<file path="src/rtl/core/button_click_event_detector_top_macros.svh">
// Assertion macros for the button click event detector.
`ifndef BUTTON_CLICK_EVENT_DETECTOR_TOP_MACROS_SVH
`define BUTTON_CLICK_EVENT_DETECTOR_TOP_MACROS_SVH

// Same-cycle implication, checked outside reset.
`define BCED_ASSERT_NOW(lbl, ante, cons, msg) \
    lbl: assert property (@(posedge i_clk) disable iff (!i_rst_n) (ante) |-> (cons)) \
        else $error(msg);

// Next-cycle implication, checked outside reset.
`define BCED_ASSERT_NEXT(lbl, ante, cons, msg) \
    lbl: assert property (@(posedge i_clk) disable iff (!i_rst_n) (ante) |=> (cons)) \
        else $error(msg);

`endif

</file>
<file path="src/rtl/core/bced_pkg.sv">
// Shared codes and types for the button click event detector.
`default_nettype none
package bced_pkg;
    localparam logic [2:0] EV_NONE       = 3'd0;
    localparam logic [2:0] EV_DOWN       = 3'd1;
    localparam logic [2:0] EV_UP         = 3'd2;
    localparam logic [2:0] EV_REPEAT     = 3'd3;
    localparam logic [2:0] EV_SINGLE     = 3'd4;
    localparam logic [2:0] EV_DOUBLE     = 3'd5;
    localparam logic [2:0] EV_LONG_START = 3'd6;
    localparam logic [2:0] EV_LONG_HOLD  = 3'd7;

    localparam logic [2:0] PH_IDLE      = 3'd0;
    localparam logic [2:0] PH_PRESSED   = 3'd1;
    localparam logic [2:0] PH_WAIT      = 3'd2;
    localparam logic [2:0] PH_REPRESSED = 3'd3;
    localparam logic [2:0] PH_LONG      = 3'd5;

    localparam logic [2:0] REG_ACTIVE_LEVEL   = 3'd0;
    localparam logic [2:0] REG_INITIAL_LEVEL  = 3'd1;
    localparam logic [2:0] REG_DEBOUNCE_TICKS = 3'd2;
    localparam logic [2:0] REG_SHORT_TICKS    = 3'd3;
    localparam logic [2:0] REG_LONG_TICKS     = 3'd4;

    localparam int CFG_W = 16;

    // Results of one tick: up to three events, index of the last, recorded event.
    typedef struct packed {
        logic [2:0] ev0;
        logic [2:0] ev1;
        logic [2:0] ev2;
        logic [1:0] last_idx;
        logic [2:0] status;
    } t_bundle;
endpackage
`default_nettype wire

</file>
<file path="src/rtl/core/button_click_event_detector_top.sv">
// Top level of the button click event detector: debounce, click machine, result queue.
//
// Input channel: i_valid / o_stall carry one raw button level per tick; a tick
// is transferred at a rising edge with i_valid high and o_stall low.
// Output channel: o_valid / i_stall carry result items, one to three per tick,
// with o_last_of_tick marking the final one; a tick that fires nothing gives a
// single item with event code none.
// Latency: a tick's first result shows the cycle after its transfer if the shown entry
// is free or being released. Throughput: one tick per cycle while each tick gives one
// result and the receiver does not stall; a tick with more results holds the output
// until each is taken; the two-entry result queue (one presenting, one waiting) sets
// how far input runs ahead. Stall: while the receiver stalls, the shown result holds;
// one more tick fills the waiting entry, then o_stall stays high until that moves up.
// Configuration: i_cfg_we writes register i_cfg_idx from i_cfg_data; writing
// initial_level also reloads the stable level and clears the debounce count. Writes
// must be made only while the block is idle; the block itself does not enforce this.
// Reset (synchronous, active low): registers return to defaults, the machine
// goes idle, the stable level resets high and both queue entries empty.
`default_nettype none
module button_click_event_detector_top (
    input  wire logic        i_clk,
    input  wire logic        i_rst_n,
    input  wire logic        i_valid,
    output logic             o_stall,
    input  wire logic        i_raw_level,
    output logic             o_valid,
    input  wire logic        i_stall,
    output logic [2:0]       o_event_res,
    output logic             o_last_of_tick,
    output logic [2:0]       o_status_event,
    input  wire logic        i_cfg_we,
    input  wire logic [2:0]  i_cfg_idx,
    input  wire logic [15:0] i_cfg_data
);
    import bced_pkg::*;

    // configuration
    logic        r_active_level;
    logic [7:0]  r_debounce_ticks;
    logic [15:0] r_short_ticks;
    logic [15:0] r_long_ticks;

    // machine state
    logic [2:0]  r_phase,  n_phase;
    logic        r_stable, n_stable;
    logic [7:0]  r_dcnt,   n_dcnt;
    logic [15:0] r_tick,   n_tick;
    logic [7:0]  r_press,  n_press;
    logic [2:0]  r_rec,    n_rec;
    t_bundle     n_bundle;

    // result queue
    t_bundle     r_b0, r_b1;
    logic        r_b0_valid, r_b1_valid;
    logic [1:0]  r_idx;

    logic        in_xfer, out_xfer, pop0;
    logic        pressed;

    assign o_stall  = r_b1_valid;
    assign in_xfer  = i_valid && !r_b1_valid;
    assign o_valid  = r_b0_valid;
    assign out_xfer = r_b0_valid && !i_stall;
    assign pop0     = out_xfer && (r_idx == r_b0.last_idx);

    always_comb begin
        n_phase  = r_phase;
        n_stable = r_stable;
        n_dcnt   = r_dcnt;
        n_tick   = r_tick;
        n_press  = r_press;
        n_rec    = r_rec;
        n_bundle = '0;
        n_bundle.ev0 = EV_NONE;

        if (r_phase != PH_IDLE && r_tick != 16'hFFFF) begin
            n_tick = r_tick + 16'd1;
        end

        if (i_raw_level != r_stable) begin
            if (r_dcnt != 8'hFF) begin
                n_dcnt = r_dcnt + 8'd1;
            end
            if (n_dcnt >= r_debounce_ticks) begin
                n_stable = i_raw_level;
                n_dcnt   = '0;
            end
        end else begin
            n_dcnt = '0;
        end

        pressed = (n_stable == r_active_level);

        case (r_phase)
            PH_IDLE: begin
                if (pressed) begin
                    n_rec        = EV_DOWN;
                    n_bundle.ev0 = EV_DOWN;
                    n_tick       = '0;
                    n_press      = 8'd1;
                    n_phase      = PH_PRESSED;
                end else begin
                    n_rec = EV_NONE;
                end
            end
            PH_PRESSED: begin
                if (!pressed) begin
                    n_rec        = EV_UP;
                    n_bundle.ev0 = EV_UP;
                    n_tick       = '0;
                    n_phase      = PH_WAIT;
                end else if (n_tick > r_long_ticks) begin
                    n_rec        = EV_LONG_START;
                    n_bundle.ev0 = EV_LONG_START;
                    n_phase      = PH_LONG;
                end
            end
            PH_WAIT: begin
                if (pressed) begin
                    n_rec        = EV_DOWN;
                    n_bundle.ev0 = EV_DOWN;
                    if (r_press != 8'hFF) begin
                        n_press = r_press + 8'd1;
                    end
                    if (n_press == 8'd2) begin
                        n_bundle.ev1      = EV_DOUBLE;
                        n_bundle.ev2      = EV_REPEAT;
                        n_bundle.last_idx = 2'd2;
                    end else begin
                        n_bundle.ev1      = EV_REPEAT;
                        n_bundle.last_idx = 2'd1;
                    end
                    n_tick  = '0;
                    n_phase = PH_REPRESSED;
                end else if (n_tick > r_short_ticks) begin
                    // three or more clicks fire nothing and keep the record
                    if (r_press == 8'd1) begin
                        n_rec        = EV_SINGLE;
                        n_bundle.ev0 = EV_SINGLE;
                    end else if (r_press == 8'd2) begin
                        n_rec        = EV_DOUBLE;
                        n_bundle.ev0 = EV_DOUBLE;
                    end
                    n_phase = PH_IDLE;
                end
            end
            PH_REPRESSED: begin
                if (!pressed) begin
                    n_rec        = EV_UP;
                    n_bundle.ev0 = EV_UP;
                    if (n_tick < r_short_ticks) begin
                        n_tick  = '0;
                        n_phase = PH_WAIT;
                    end else begin
                        n_phase = PH_IDLE;
                    end
                end
            end
            PH_LONG: begin
                if (pressed) begin
                    n_rec        = EV_LONG_HOLD;
                    n_bundle.ev0 = EV_LONG_HOLD;
                end else begin
                    n_rec        = EV_UP;
                    n_bundle.ev0 = EV_UP;
                    n_phase      = PH_IDLE;
                end
            end
            default: begin
            end
        endcase

        n_bundle.status = n_rec;
    end

    // state and configuration
    always_ff @(posedge i_clk) begin
        if (!i_rst_n) begin
            r_active_level   <= 1'b0;
            r_debounce_ticks <= 8'd3;
            r_short_ticks    <= 16'd20;
            r_long_ticks     <= 16'd100;
            r_phase          <= PH_IDLE;
            r_stable         <= 1'b1;
            r_dcnt           <= '0;
            r_tick           <= '0;
            r_press          <= '0;
            r_rec            <= EV_NONE;
        end else begin
            if (in_xfer) begin
                r_phase  <= n_phase;
                r_stable <= n_stable;
                r_dcnt   <= n_dcnt;
                r_tick   <= n_tick;
                r_press  <= n_press;
                r_rec    <= n_rec;
            end
            if (i_cfg_we) begin
                case (i_cfg_idx)
                    REG_ACTIVE_LEVEL:   r_active_level   <= i_cfg_data[0];
                    REG_INITIAL_LEVEL: begin
                        // reload as a fresh sample at init
                        r_stable <= i_cfg_data[0];
                        r_dcnt   <= '0;
                    end
                    REG_DEBOUNCE_TICKS: r_debounce_ticks <= i_cfg_data[7:0];
                    REG_SHORT_TICKS:    r_short_ticks    <= i_cfg_data[CFG_W-1:0];
                    REG_LONG_TICKS:     r_long_ticks     <= i_cfg_data[CFG_W-1:0];
                    default: begin
                    end
                endcase
            end
        end
    end

    // result queue control
    always_ff @(posedge i_clk) begin
        if (!i_rst_n) begin
            r_b0_valid <= 1'b0;
            r_b1_valid <= 1'b0;
            r_idx      <= '0;
        end else begin
            if (pop0 || !r_b0_valid) begin
                r_idx <= '0;
                if (r_b1_valid) begin
                    r_b0_valid <= 1'b1;
                    r_b1_valid <= 1'b0;
                end else begin
                    r_b0_valid <= in_xfer;
                end
            end else begin
                if (out_xfer) begin
                    r_idx <= r_idx + 2'd1;
                end
                if (in_xfer) begin
                    r_b1_valid <= 1'b1;
                end
            end
        end
    end

    // result queue payload
    always_ff @(posedge i_clk) begin
        if (pop0 || !r_b0_valid) begin
            r_b0 <= r_b1_valid ? r_b1 : n_bundle;
        end else if (in_xfer) begin
            r_b1 <= n_bundle;
        end
    end

    always_comb begin
        case (r_idx)
            2'd0:    o_event_res = r_b0.ev0;
            2'd1:    o_event_res = r_b0.ev1;
            2'd2:    o_event_res = r_b0.ev2;
            default: o_event_res = EV_NONE;
        endcase
    end

    assign o_last_of_tick = (r_idx == r_b0.last_idx);
    assign o_status_event = r_b0.status;

`include "button_click_event_detector_top_macros.svh"

    `BCED_ASSERT_NOW(a_queue_order, r_b1_valid, r_b0_valid, "waiting entry without a shown one")
    `BCED_ASSERT_NOW(a_idx_range, r_b0_valid, (r_idx <= r_b0.last_idx) && (r_b0.last_idx != 2'd3), "result index beyond tick")
    `BCED_ASSERT_NEXT(a_tick_continues, o_valid && !i_stall && !o_last_of_tick, o_valid && (r_idx == $past(r_idx) + 2'd1), "tick results cut short")

endmodule
`default_nettype wire
</file>
<file path="config.mk">
export PLATFORM = sky130hd
export DESIGN_NAME = button_click_event_detector_top
export DESIGN_NICKNAME = d
export VERILOG_FILES = /design/src/rtl/core/bced_pkg.sv /design/src/rtl/core/button_click_event_detector_top.sv
export VERILOG_INCLUDE_DIRS = /design/src /design/src/rtl/core
export SDC_FILE = /design/constraint.sdc
export NUM_CORES = 1
export LEC_CHECK = 0
export ABC_AREA = 1
export BUFFER_PORTS_ARGS = -buffer_cell sky130_fd_sc_hd__buf_2
export CAP_MARGIN = 10
export CORE_MARGIN = 1
export CORE_UTILIZATION = 35
export DETAILED_ROUTE_END_ITERATION = 16
export PLACE_DENSITY = 0.49
export SLEW_MARGIN = 20
export SYNTH_ARGS = -nofsm -noshare
export SYNTH_HDL_FRONTEND = slang
export SYNTH_SLANG_ARGS = --single-unit
</file>
<file path="constraint.sdc">
create_clock -name i_clk -period 3.1 [get_ports i_clk]
set_input_delay 0.155 -clock i_clk [delete_from_list [all_inputs] [get_ports i_clk]]
set_output_delay 0.155 -clock i_clk [all_outputs]
set_load 0.03 [all_outputs]
</file>
======== Yosys cells after proc, flatten, opt, wreduce, memory -nomap -nowiden ========
Index checks and enable logic that the tools add are counted.
cells by class
  $add $sub $neg .......................... 4
  multiply operators ...................... 0
  divide/modulo/power cells ............... 0
  $lt $le $gt $ge ......................... 4
  eq/ne operators ......................... 25
  shift-type cells ........................ 0
  muxes and demuxes ....................... 59
  bitwise gates (word level) .............. 2
  reductions and logical operators ........ 23
operator list
  cell                   number
  $mux 8                 14
  $mux 16                5
  $mux 3                 22
  $pmux 16 s3            1
  $pmux 3 s5             3
  $gt 16x16->1           2
  $add 16x1->16 const B  1
  $add 8x1->8 const B    2
  $eq 8x2->1 const B     2
  $lt 16x16->1           1
  $ne 16x16->1 const B   1
  $ne 8x8->1 const B     2
  $pmux 8 s2             1
  $mux 14                1
  $eq 3x2->1 const B     4
  $reduce_and 2->1       5
  $pmux 3 s3             1
  $eq 8x1->1 const B     1
  $ge 8x8->1             1
  $mux 2                 4
  $ne 2x2->1 const B     4
  $mux 1                 7
  $reduce_and 7->1       1
  $eq 3x1->1 const B     2
  other kinds (19)       29
word-level totals
  bits in registers ....................... 112
  bits in latches ......................... 0
  bits in writable memories ............... 0
  ROM bits ................................ 0
  bits of input ports ..................... 25
  output and inout bits ................... 9
  memories kept ........................... 0

======== Logic depth before layout (Yosys ltp) ========
  depth in word-level cells ............... 14
  gate-level depth with buffers ........... 26

======== Worst setup path after synthesis ========
Ideal clock, no wire load.
  path kind ............................... reg2reg
  start ................................... register r_tick[0]
  end ..................................... register r_b0 (netlist bit o_status_event[2]), data pin
  data arrival time ....................... 2,801 ps
  setup slack ............................. 47 ps
  stages on the path, launching flop included .. 25
  buffers on the path ..................... 0
  cells stage by stage .................... dfxtp_1 -> ha_1 -> nand3_1 -> nor3_4 -> a31oi_4 -> nand2_1 -> nor2_1 -> or2_1 -> nand2_1 -> inv_1 -> ha_1 -> nand2_1 -> inv_1 -> o21ai_0 -> a21oi_1 -> nor2_1 -> nand2_1 -> nand2_1 -> nand2_1 -> nand2_1 -> nor2_1 -> nor2_1 -> nand3_1 -> nand2_1 -> nand2_1
RTL lines
  element                 RTL line                                RTL
  from (decl)             button_click_event_detector_top.sv:47   logic [15:0] r_tick, n_tick;
  from (signal assigned)  button_click_event_detector_top.sv:194  r_tick <= n_tick;
  to (signal assigned)    button_click_event_detector_top.sv:245  r_b0 <= r_b1_valid ? r_b1 : n_bundle;
  to (decl)               button_click_event_detector_top.sv:53   t_bundle r_b0, r_b1;

==> flow_summary.json <==
{
  "crit_required_ns": 3.22,
  "combinational_family_with_the_most_area_after_synthesis": "simple AND/OR/NAND/NOR gates",
  "grt_pass1_vias": 5603,
  "post_synth_and_or_nand_nor_area_fraction": 0.2580,
  "post_synthesis_xor_xnor_area_fraction": 0.03666,
  "clock_tree.root_cell": "sky130_fd_sc_hd__clkbuf_16",
  "start_kind": "register",
  "floorplan.die.width_um": 135.2,
  "count_of_hold_buffers_inserted_by_post_cts_repair": 0,
  "drt_drc_violations_left": 0,
  "grt_start_max_net_pins": 48,
  "clockBufferDepth": 2,
  "rr_endpoint": "o_status_event[2]",
  "ys.warnings.count": 0,
  "firstDrtPassIters": 4,
  "tritoncts": "yes",
  "hold_violations": 0,
  "worst_skew_late_latency_ns": 0.36,
  "timing.critical_path.fanout_max": 5,
  "floorplan.die_area_sq_mm": 0.01829,
  "clock_skew_ns": 0.007921,
  "routed_wl_mm": 16.59,
  "timing.slew.headroom": 0.4570,
  "syn_area_sq_mm": 0.006212,
  "fin_crit_ns": 3.246,
  "synthesis.area_per_instance_sq_um": 7.173,
  "max_cap_viol_count": 0,
  "synth_area_in_compound_gates": 0.1501,
  "regToRegSetupSlack_ns": -0.15,
  "yosysUniqueCellTypes": 48,
  "worst_pin_slew_ns": 0.8116,
  "worstReg2RegStart": "r_tick[0]",
  "area_overhead_of_the_layout_relative_to_synthesis_pct": 40.28,
  "proportion_of_synthesized_chip_area_in_sequential_cells": 0.3577,
  "worst_hold_path_type": "in -> reg",
  "path_clk_slew_ns": 0.07,
  "grt_pass1_wl_mm": 26.41,
  "number_of_antenna_violations_at_the_first_check_in_global_routing": 0,
  "antenna_violating_nets_post_route": 0,
  "final-max-slew-violation-count": 0,
  "chipHeight_um": 135.2,
  "synth_fp_nets": 941,
  "count_of_standard_cell_rows": 48,
  "powerDensity_mw_per_mm2": 691.4,
  "min_to": "r_short_ticks[4]",
  "numClockSinks": 102,
  "finalHoldWorstSlack_ns": 0.05787,
  "leakage_uw": 0.003973,
  "timing_worst_setup_path_type": "reg -> reg",
  "ctsHtreeMaxLevel": 3,
  "portBuffers": 33,
  "insertedDiodeCount": 0,
  "detail_route.iter0.violations": 223,
  "global_route.overflow_total": 0,
  "initial_utilization": 0.3592,
  "post_synth_inst_count": 866,
  "dr_total_vias": 5855,
  "endpoint_kind": "register",
  "final-setup-viol-count": 31,
  "grt_use_total": 0.1832,
  "final_nets": 1080,
  "share_of_cells_above_drive_strength_1": 0.3406,
  "vias_per_cell": 4.741,
  "ios": 34,
  "timing.reg2reg.worst_path_depth": 23,
  "total_power_uw": 6025,
  "drt-wirelength-per-cell_um": 13.43,
  "dp_cells": 1187,
  "post_synth_fa_ha_maj_area_fraction": 0.1007,
  "hold_path_startpoint": "i_cfg_data[4]",
  "cts-buffers-inserted": 9,
  "fin_crit_sh": 1.047,
  "globalplace.congestion": 0.8256,
  "setup-tns-final_ns": -2.992,
  "core_region_area_sq_mm": 0.01730,
  "postLayoutSetupSlackWorst_ns": -0.1459,
  "vdd_drop_max_v": 0.0004696,
  "final_cell_count_no_fill": 1235,
  "synth.area.mux_share": 0.001813,
  "unrepaired_setup_endpoints_after_global_routing": "true",
  "post-dp-hpwl_mm": 11.62,
  "crit_arrival_ns": 3.37,
  "whs_path_depth": 3,
  "synth_seq_cells": 102,
  "run_status": "finished, violations left",
  "violations": "setup timing",
  "max_freq_ghz": 0.3081
}
-- metrics by stage --
stage | setup WS [ns] | area (sq um) | utilization
CTS | -0.2095 | 7839 | 0.4532
global placement | -0.4331 | 7207 | 0.4167
floorplan | 0.04663 | 6212 | -
finish | -0.1459 | 8715 | 0.5038
detailed placement | -0.4413 | 7207 | 0.4167
global route | -0.3614 | 8715 | 0.5038
-- cell usage after synthesis, drive strengths merged --
cell	count	area, sq um
or2	2	12.52
nand4	9	71.32
buf	6	46.29
o211ai	4	30.03
o31ai	2	15.01
dfxtp	84	1682
xor2	22	192.7
inv	126	473.0
nand3	40	222.7
a211oi	1	12.51
o21a	3	22.52
a21o	1	7.510
nor2	89	349.1
nand2	208	808.3
nor4	2	18.77
a22oi	5	37.54
ha	50	625.6
xnor2	4	35.03
nand3b	2	18.77
nor3	12	82.58
nor3b	1	12.51
o21bai	3	22.52
a31oi	4	40.04
a21oi	84	420.4
o21ai	61	309.0
and3	1	6.260
mux2	1	11.26
clkinv	2	7.510
o22ai	1	6.260
edfxtp	18	540.5
o221ai	1	8.760
clkbuf	17	63.81
-- worst max-delay path, stage by stage (launching register included) --
cell and delay, ns:
sky130_fd_sc_hd__dfxtp_2 0.35, sky130_fd_sc_hd__ha_4 0.15, sky130_fd_sc_hd__nand3_4 0.08, sky130_fd_sc_hd__nor3_4 0.19
sky130_fd_sc_hd__a31oi_4 0.19, sky130_fd_sc_hd__buf_6 0.16, sky130_fd_sc_hd__nand2_4 0.05, sky130_fd_sc_hd__nor2_2 0.04
sky130_fd_sc_hd__or2_1 0.23, sky130_fd_sc_hd__nand2_2 0.11, sky130_fd_sc_hd__inv_4 0.05, sky130_fd_sc_hd__ha_4 0.22
sky130_fd_sc_hd__nand2_2 0.06, sky130_fd_sc_hd__inv_2 0.03, sky130_fd_sc_hd__o21ai_1 0.14, sky130_fd_sc_hd__a21oi_1 0.08
sky130_fd_sc_hd__nor2_1 0.18, sky130_fd_sc_hd__nand2_2 0.13, sky130_fd_sc_hd__a21oi_2 0.14, sky130_fd_sc_hd__nor2_1 0.05
sky130_fd_sc_hd__nor2_1 0.10, sky130_fd_sc_hd__nand3_1 0.12, sky130_fd_sc_hd__nand2_1 0.09, sky130_fd_sc_hd__nand2_1 0.04
-- cell usage in the layout, fill, tap and decap left out, types with 19 or more instances in the layout --
cell type	synthesis	routed
sky130_fd_sc_hd__inv_1	122	110
sky130_fd_sc_hd__buf_4	4	104
sky130_fd_sc_hd__nor2_1	83	69
sky130_fd_sc_hd__ha_1	50	34
sky130_fd_sc_hd__buf_2	1	33
sky130_fd_sc_hd__dfxtp_1	84	77
sky130_fd_sc_hd__nand2_4	1	22
sky130_fd_sc_hd__o21ai_0	56	47
sky130_fd_sc_hd__nand2_2	8	26
sky130_fd_sc_hd__a21oi_1	84	64
sky130_fd_sc_hd__a21oi_2	0	19
sky130_fd_sc_hd__nand2_1	199	158
sky130_fd_sc_hd__nand3_1	37	22
-- per-layer routing --
layer / wire length, um / global-route usage
met1: 7506 / 0.2222
met2: 8444 / 0.3262
met3: 338 / 0.02955
met4: 295 / 0.06180
met5: 0 / 0
-- worst max-delay path by stage --
stage	from	end	slack [ns]
2_1_floorplan	r_tick[0]	o_status_event[2]	0.05
3_3_place_gp	r_tick[0]	o_status_event[2]	-0.43
3_5_place_dp	r_tick[0]	o_status_event[2]	-0.44
4_1_cts	r_tick[1]	o_status_event[2]	-0.21
5_1_grt	r_tick[0]	r_rec[1]	-0.36
6_report	r_tick[0]	o_status_event[2]	-0.15
-- report_power, final --
group	switching (uW)	internal, uW	leakage [uW]
Sequential	78.1	1520	0.000869
Clock	555	680	0.000154
Combinational	1790	1410	0.00295
-- kinds of logic after synthesis --
| kind of cell | count (synthesis) |
|---|---|
| and+or+nand+nor | 366 |
| xor gates and xnor gates | 26 |
| buffers and inverters | 151 |
| DFF | 102 |
| adders and majority gates | 50 |
| muxes | 1 |
| AOI/OAI and AO/OA | 170 |
-- sequential cells by signal, indices dropped and copies added, names as in the netlist, 6 cells and up --
| name | count |
|---|---|
| r_b0 | 6 |
| r_b1 | 9 |
| r_dcnt | 8 |
| r_debounce_ticks | 8 |
| r_long_ticks | 16 |
| r_press | 8 |
| r_short_ticks | 16 |
| r_tick | 16 |
-- what timing repair did --
action / CTS / global route
gates cloned: 1 / 2
setup buffers: 10 / 19
endpoints found under the setup margin: 43 / 47
pin swaps: 36 / 49
gates resized for setup: 51 / 162
-- area by class of cell --
class | instances | area, sq um
clock buffer | 11 | 252.7
fill | 1739 | 8582
tap | 225 | 281.5
timing repair buffer | 149 | 1104
clock inverter | 5 | 66.31
sequential | 102 | 2231
multi-input combinational | 615 | 4294
inverter | 128 | 485.5
Note: power is estimated with default switching activity, not from simulation.
